### src/hdl/plid_pkg.sv
// Package: shared types, codes and default sizes for the positional list.
`timescale 1ns / 1ps
package plid_pkg;

  // Default sizes handed to the top level parameters
  localparam int DEF_LIST_DEPTH = 16;
  localparam int DEF_VALUE_BITS = 32;

  // Fixed field widths of the request and result transfers
  localparam int POS_BITS = 5;
  localparam int DATA_BITS = 32;
  localparam int LEN_BITS = 5;

  // Request kinds
  typedef enum logic {
    REQ_INSERT = 1'b0,
    REQ_DELETE = 1'b1
  } req_type_t;

  // Result status codes
  typedef enum logic [1:0] {
    ST_DONE    = 2'd0,
    ST_POS_ERR = 2'd1,
    ST_FULL    = 2'd2
  } status_t;

  // Per-cell update selection
  typedef enum logic [1:0] {
    CELL_HOLD      = 2'd0,
    CELL_FROM_PREV = 2'd1,
    CELL_FROM_NEXT = 2'd2,
    CELL_LOAD      = 2'd3
  } cell_op_t;

  // Request transfer payload
  typedef struct packed {
    req_type_t                    req_type;
    logic [POS_BITS-1:0]          position;
    logic signed [DATA_BITS-1:0]  new_value;
  } req_t;

  // Result transfer payload
  typedef struct packed {
    status_t                      status;
    logic signed [DATA_BITS-1:0]  removed_value;
    logic [LEN_BITS-1:0]          length_after;
  } res_t;

endpackage

### src/hdl/plid_cell.sv
// One storage cell of the list: hold, shift from a neighbour or load a new value.
`timescale 1ns / 1ps
module plid_cell import plid_pkg::*; #(
  parameter int VALUE_BITS = DEF_VALUE_BITS
) (
  input  logic                  clk,
  input  cell_op_t              op,
  input  logic [VALUE_BITS-1:0] prev_value,
  input  logic [VALUE_BITS-1:0] next_value,
  input  logic [VALUE_BITS-1:0] load_value,
  output logic [VALUE_BITS-1:0] value
);

  logic [VALUE_BITS-1:0] value_next;

  // Local choice of the cell's next content
  always_comb begin
    unique case (op)
      CELL_HOLD:      value_next = value;
      CELL_FROM_PREV: value_next = prev_value;
      CELL_FROM_NEXT: value_next = next_value;
      CELL_LOAD:      value_next = load_value;
      default:        value_next = value;
    endcase
  end

  // Payload register, no reset needed
  always_ff @(posedge clk) begin
    value <= value_next;
  end

endmodule

### src/hdl/plid_list.sv
// List core: row of cells, entry count, range checks and result formation.
`timescale 1ns / 1ps
module plid_list import plid_pkg::*; #(
  parameter int LIST_DEPTH = DEF_LIST_DEPTH,
  parameter int VALUE_BITS = DEF_VALUE_BITS
) (
  input  logic clk,
  input  logic rst,
  input  logic fire,
  input  req_t req,
  output res_t res
);

  localparam int CW   = $clog2(LIST_DEPTH + 1);
  localparam int IW   = (LIST_DEPTH > 1) ? $clog2(LIST_DEPTH) : 1;
  localparam int CMPW = ((CW > POS_BITS) ? CW : POS_BITS) + 1;

  logic [CW-1:0]         count, count_next;
  logic [CMPW-1:0]       pos_ext, cnt_ext, pos_m1;
  logic [IW-1:0]         idx;
  logic                  ins_pos_ok, del_pos_ok, is_full, do_ins, do_del;
  logic [VALUE_BITS-1:0] load_val, rd_val;
  logic [DATA_BITS-1:0]  rd_wide;
  logic [VALUE_BITS-1:0] vals [LIST_DEPTH];
  cell_op_t              ops  [LIST_DEPTH];

  // Position checks against the current count
  assign pos_ext    = CMPW'(req.position);
  assign cnt_ext    = CMPW'(count);
  assign pos_m1     = pos_ext - CMPW'(1);
  assign idx        = pos_m1[IW-1:0];
  assign ins_pos_ok = (req.position != '0) && (pos_ext <= cnt_ext + CMPW'(1));
  assign del_pos_ok = (req.position != '0) && (pos_ext <= cnt_ext);
  assign is_full    = (count == CW'(LIST_DEPTH));
  assign do_ins     = (req.req_type == REQ_INSERT) && ins_pos_ok && !is_full;
  assign do_del     = (req.req_type == REQ_DELETE) && del_pos_ok;

  // Stored value keeps the low bits of the request value
  assign load_val = VALUE_BITS'($unsigned(req.new_value));

  // Read of the entry being removed, sign-extended or truncated to the port width
  assign rd_val = vals[idx];
  generate
    if (VALUE_BITS >= DATA_BITS) begin : g_rd_trunc
      assign rd_wide = rd_val[DATA_BITS-1:0];
    end else begin : g_rd_sext
      assign rd_wide = DATA_BITS'($signed(rd_val));
    end
  endgenerate

  // Row of cells, each told to hold, shift or load
  generate
    for (genvar i = 0; i < LIST_DEPTH; i++) begin : g_cell
      logic [VALUE_BITS-1:0] prev_v, next_v;

      if (i == 0) begin : g_first
        assign prev_v = load_val;
      end else begin : g_mid
        assign prev_v = vals[i-1];
      end
      if (i == LIST_DEPTH - 1) begin : g_last
        assign next_v = vals[i];
      end else begin : g_inner
        assign next_v = vals[i+1];
      end

      always_comb begin
        ops[i] = CELL_HOLD;
        if (fire && do_ins) begin
          if (CMPW'(i) > pos_m1) begin
            ops[i] = CELL_FROM_PREV;
          end else if (CMPW'(i) == pos_m1) begin
            ops[i] = CELL_LOAD;
          end
        end else if (fire && do_del && (CMPW'(i) >= pos_m1)) begin
          ops[i] = CELL_FROM_NEXT;
        end
      end

      plid_cell #(
        .VALUE_BITS(VALUE_BITS)
      ) u_cell (
        .clk       (clk),
        .op        (ops[i]),
        .prev_value(prev_v),
        .next_value(next_v),
        .load_value(load_val),
        .value     (vals[i])
      );
    end
  endgenerate

  // Entry count after this request
  always_comb begin
    count_next = count;
    if (do_ins) begin
      count_next = count + CW'(1);
    end else if (do_del) begin
      count_next = count - CW'(1);
    end
  end

  always_ff @(posedge clk) begin
    if (rst) begin
      count <= '0;
    end else if (fire) begin
      count <= count_next;
    end
  end

  // Result fields
  always_comb begin
    if (req.req_type == REQ_INSERT) begin
      if (!ins_pos_ok) begin
        res.status = ST_POS_ERR;
      end else if (is_full) begin
        res.status = ST_FULL;
      end else begin
        res.status = ST_DONE;
      end
    end else begin
      res.status = del_pos_ok ? ST_DONE : ST_POS_ERR;
    end
    res.removed_value = do_del ? $signed(rd_wide) : '0;
    res.length_after  = LEN_BITS'(count_next);
  end

endmodule

### src/hdl/positional_list_insert_delete.sv
// Top level: request register, list core and result register.
//
// Bounded list of signed words numbered from 1. A request transfer on the
// req channel (req_valid, req_stall, req) either inserts new_value before
// the given position or deletes the entry there; each request gives one
// result transfer on the res channel (res_valid, res_stall, res) holding
// the status, the removed value and the list length afterwards.
// A request taken into the request register passes to the result register
// once that register is free, and its result is offered from there.
// Throughput: one request per cycle while the result is not stalled;
// each cell picks hold, shift or load locally, so a whole insert or delete
// settles in one pass between the request register and the result register.
// Reset clears the entry count and both valid flags; cell contents are
// left as they are and are never read before being written.
// While res_valid and res_stall are both high the result register holds;
// one further request may wait in the request register, then req_stall rises.
`timescale 1ns / 1ps
module positional_list_insert_delete import plid_pkg::*; #(
  parameter int LIST_DEPTH = DEF_LIST_DEPTH,
  parameter int VALUE_BITS = DEF_VALUE_BITS
) (
  input  logic clk,
  input  logic rst,
  input  logic req_valid,
  output logic req_stall,
  input  req_t req,
  output logic res_valid,
  input  logic res_stall,
  output res_t res
);

  logic held_valid;
  req_t held_req;
  logic advance, fire;
  res_t list_res;

  // Handshake: the held request moves on when the result register is free
  assign advance   = !res_valid || !res_stall;
  assign fire      = held_valid && advance;
  assign req_stall = held_valid && !advance;

  plid_list #(
    .LIST_DEPTH(LIST_DEPTH),
    .VALUE_BITS(VALUE_BITS)
  ) u_list (
    .clk (clk),
    .rst (rst),
    .fire(fire),
    .req (held_req),
    .res (list_res)
  );

  // Valid flags
  always_ff @(posedge clk) begin
    if (rst) begin
      held_valid <= 1'b0;
      res_valid  <= 1'b0;
    end else begin
      if (!req_stall) begin
        held_valid <= req_valid;
      end
      if (advance) begin
        res_valid <= held_valid;
      end
    end
  end

  // Payload registers
  always_ff @(posedge clk) begin
    if (req_valid && !req_stall) begin
      held_req <= req;
    end
    if (fire) begin
      res <= list_res;
    end
  end

endmodule

### config.mk
export PLATFORM = sky130hd
export DESIGN_NAME = positional_list_insert_delete
export DESIGN_NICKNAME = d
export VERILOG_FILES = /design/src/hdl/plid_pkg.sv /design/src/hdl/plid_cell.sv /design/src/hdl/plid_list.sv /design/src/hdl/positional_list_insert_delete.sv
export SDC_FILE = /design/constraint.sdc
export NUM_CORES = 1
export LEC_CHECK = 0
export ABC_AREA = 1
export BUFFER_PORTS_ARGS = -buffer_cell sky130_fd_sc_hd__buf_2
export CORE_MARGIN = 5
export CORE_UTILIZATION = 51
export CTS_CLUSTER_SIZE = 40
export DETAILED_ROUTE_END_ITERATION = 12
export PLACE_DENSITY = 0.63
export SYNTH_ARGS = -nofsm -noshare
export SYNTH_HDL_FRONTEND = slang
export SYNTH_SLANG_ARGS = --single-unit
### constraint.sdc
create_clock -name clk -period 6.3 [get_ports clk]
set_input_delay 0 -clock clk [delete_from_list [all_inputs] [get_ports clk]]
set_output_delay 0 -clock clk [all_outputs]
set_load 0.02 [all_outputs]
==> flow_summary.json <==
{
  "placedCellCount": 5078,
  "postCtsResizedCells": 0,
  "setup_viol": 0,
  "tritoncts": "built",
  "area_delta_synth_final_pct": 9.57,
  "synthCells": 4390,
  "cts_root_buffer": "clkbuf_16",
  "grt_pass1_wl_mm": 163,
  "ff2ff_setup_slack_ns": 1.47,
  "netlist_top_cells_area": "edfxtp_1 (51%), nand2_1 (14%), a21oi_1 (8.9%)",
  "numCtsBuffers": 71,
  "design_area_mm2": 0.0380,
  "finalNonFillerCells": 5242,
  "first_iter_violations": 3370,
  "fillers": 6278,
  "synth_seq_cells": 596,
  "initial_core_util": 0.515,
  "ys_types": 36,
  "gp_congestion": 0.892,
  "avgViaCountPerCell": 5.58,
  "ys_warn_count": 0,
  "slew_headroom": 0.195,
  "synth_area_leader_cell": "edfxtp_1",
  "fmax_mhz": 207,
  "num_vias": 29200,
  "clockBufferDepth": 3,
  "htree_levels": 3,
  "ys_seq_area_frac": 0.514,
  "grt_max_degree": 204,
  "fin_ws_ns": 1.47,
  "clock_skew_ns": 0.0144,
  "criticalPathCategory": "register to register",
  "dpl_cell_area_mm2": 0.0354,
  "yosysTopAreaCellShare": 0.510,
  "clock-sinks": 596,
  "antennaDiodeCount": 0,
  "fin_crit_ns": 4.83,
  "core_mm2": 0.0673,
  "clock_latency_ns": 0.62,
  "ys.flop_type": "edfxtp_1",
  "drv_slew": 0,
  "powerDensity_mw_per_mm2": 249,
  "ioPinCount": 83,
  "hpwl_mm": 68.6,
  "startpoint": "u_list.count[0]$_SDFFE_PP0P_",
  "ctsHoldBuffers": 43,
  "vdd_drop_max_mv": 0.160,
  "dieArea_mm2": 0.0733,
  "wl_per_cell_um": 20.1,
  "hold_violations": 0,
  "ys_top_cells_by_count": "nand2_1 (1306), a21oi_1 (617), edfxtp_1 (589), inv_1 (419), nor2_1 (382)",
  "final_layout_size_suffix_gt1_frac": 0.0735,
  "synth_edf_count": 589,
  "remaining_drc_errors": 0,
  "r2r_cells": 13,
  "critPathRequiredTime_ns": 6.53,
  "r2r_end": "u_list.g_cell[13].u_cell.value[19]$_DFFE_PP_",
  "ys_async_sr_fraction": 0,
  "clkTransAtPathRegs_ns": 0.06,
  "dpl_worst_slack_ns": 1.57,
  "grt_util_all_layers": 0.277,
  "drtAntennaViolNets": 0,
  "grt_pass1_vias": 26800,
  "hp-class": "input port to register",
  "postCtsSetupRepairBufs": 0,
  "die_h_um": 271,
  "die_w_um": 271,
  "finalPower_w": 0.00946,
  "arrival_ns": 5.07,
  "syn_area_per_cell_um2": 7.90,
  "setup_tns_ns": 0,
  "drt_wl_total_mm": 105,
  "worst_setup_path_start_kind": "register",
  "port_buffers": 82,
  "synth_most_common_cell": "nand2_1",
  "nets": 4379,
  "tightest_slew_ns": 1.20,
  "antenna_found_initial": 0,
  "path_max_fanout": 33,
  "crit_path_end": "u_list.g_cell[13].u_cell.value[19]$_DFFE_PP_",
  "end_kind": "register",
  "rr_startpoint": "u_list.count[0]$_SDFFE_PP0P_",
  "rsz0062_at_grt": "false",
  "drv_cap": 0,
  "grt_overflow": 0,
  "finalCritPeriodShare": 0.767,
  "status": "completed",
  "firstDrtPassIters": 8,
  "p_leak_nw": 16.8,
  "mappedNetlistNets": 4448,
  "synth.cell_area_mm2": 0.0347,
  "rows": 95
}
-- power by group --
part | internal (W) | leakage, nW | total (W) | switching, W
clock network | 0.00234 | 1.07 | 0.00400 | 0.00165
logic | 0.000251 | 10.3 | 0.000893 | 0.000642
registers | 0.00444 | 5.42 | 0.00457 | 0.000126
total | 0.00704 | 16.8 | 0.00946 | 0.00242
-- cells in the final DEF, fill, tap and decap left out, types with 2 or more instances in the layout --
cell	count
o21ai_2	2
clkbuf_1	16
o21ai_0	288
nor3_1	67
a21oi_1	617
o21a_1	32
buf_2	82
clkinv_1	17
inv_6	3
inv_2	23
nand3_1	117
clkbuf_16	75
nor2_1	373
nand2_2	6
dfxtp_1	7
dlygate4sd3_1	43
buf_4	63
o211ai_1	2
inv_1	418
nand3_4	2
edfxtp_1	589
nor3b_1	64
a22oi_1	64
xor2_1	6
ha_1	15
o21ai_1	3
nand2_1	1305
nor2_4	20
nand4_1	2
bufinv_16	4
clkinv_2	7
o21ai_4	6
clkbuf_8	2
nor2_2	19
-- metrics by stage --
step | hold slack (ns) | utilization
4_1_cts | 0.0591 | 0.565
3_5_place_dp | 0.178 | 0.526
6_report | 0.0971 | 0.565
3_3_place_gp | 0.176 | 0.526
5_1_grt | 0.0838 | 0.565
2_1_floorplan | 0.0691 | -
-- metal layers --
| layer | vias to the layer above | global-route usage | share of wire |
|---|---|---|---|
| li1 | 14300 | - | - |
| met5 | - | 0 | 0 |
| met3 | 126 | 0.0552 | 0.10 |
| met1 | 13300 | 0.427 | 0.46 |
| met4 | 0 | 0.0620 | 0.016 |
| met2 | 1513 | 0.406 | 0.42 |
-- logic make-up after synthesis --
kind of cell,count (synthesis),synth area share
AND/OR/NAND/NOR,1982,0.235
AO/OA/AOI/OAI,1014,0.154
buffers and inverters,775,0.0896
flip-flops,596,0.514
adder cells (fa/ha/maj),16,0.00577
XOR/XNOR,7,0.00177
-- worst min-delay path by stage --
stage	start	end	slack, ns	depth (start not counted)
4_1_cts	req[12]	held_req[12]$_DFFE_PP_	0.06	2
2_1_floorplan	rst	held_valid$_SDFFE_PP0N_	0.07	1
3_5_place_dp	req[22]	held_req[22]$_DFFE_PP_	0.18	1
5_1_grt	req[18]	held_req[18]$_DFFE_PP_	0.08	2
3_3_place_gp	req[19]	held_req[19]$_DFFE_PP_	0.18	1
6_report	req[12]	held_req[12]$_DFFE_PP_	0.1	2
-- critical path, cell delays in order, from the launching register on --
cell and delay (ns):
dfxtp_1 0.43, ha_1 0.22, nand3_1 0.12, xor2_1 0.20, inv_1 0.07, ha_1 0.29, nand2_1 0.05, nor3_1 0.15
nor2_1 0.09, nand2_1 0.12, nand4_4 0.43, nor2_4 0.90, inv_2 0.55, nand3_2 0.80
-- sequential cells by signal, indices dropped and copies added, names as in the netlist --
| register | flops |
|---|---|
| held_req | 38 |
| held_valid | 1 |
| res | 39 |
| res_valid | 1 |
| u_list.count | 5 |
| u_list.g_cell.u_cell.value | 512 |
-- area by class of cell --
cell class                 count  area, um^2  share of cell area
clock buffer                  93        1960              0.0517
timing repair buffer         189        1330              0.0351
clock inverter                28         233             0.00612
sequential                   596       17800               0.469
multi-input combinational   3019       13900               0.365
tap                          873        1090              0.0287
inverter                     444        1670              0.0439
No activity file was read; power rests on OpenSTA's default activity.
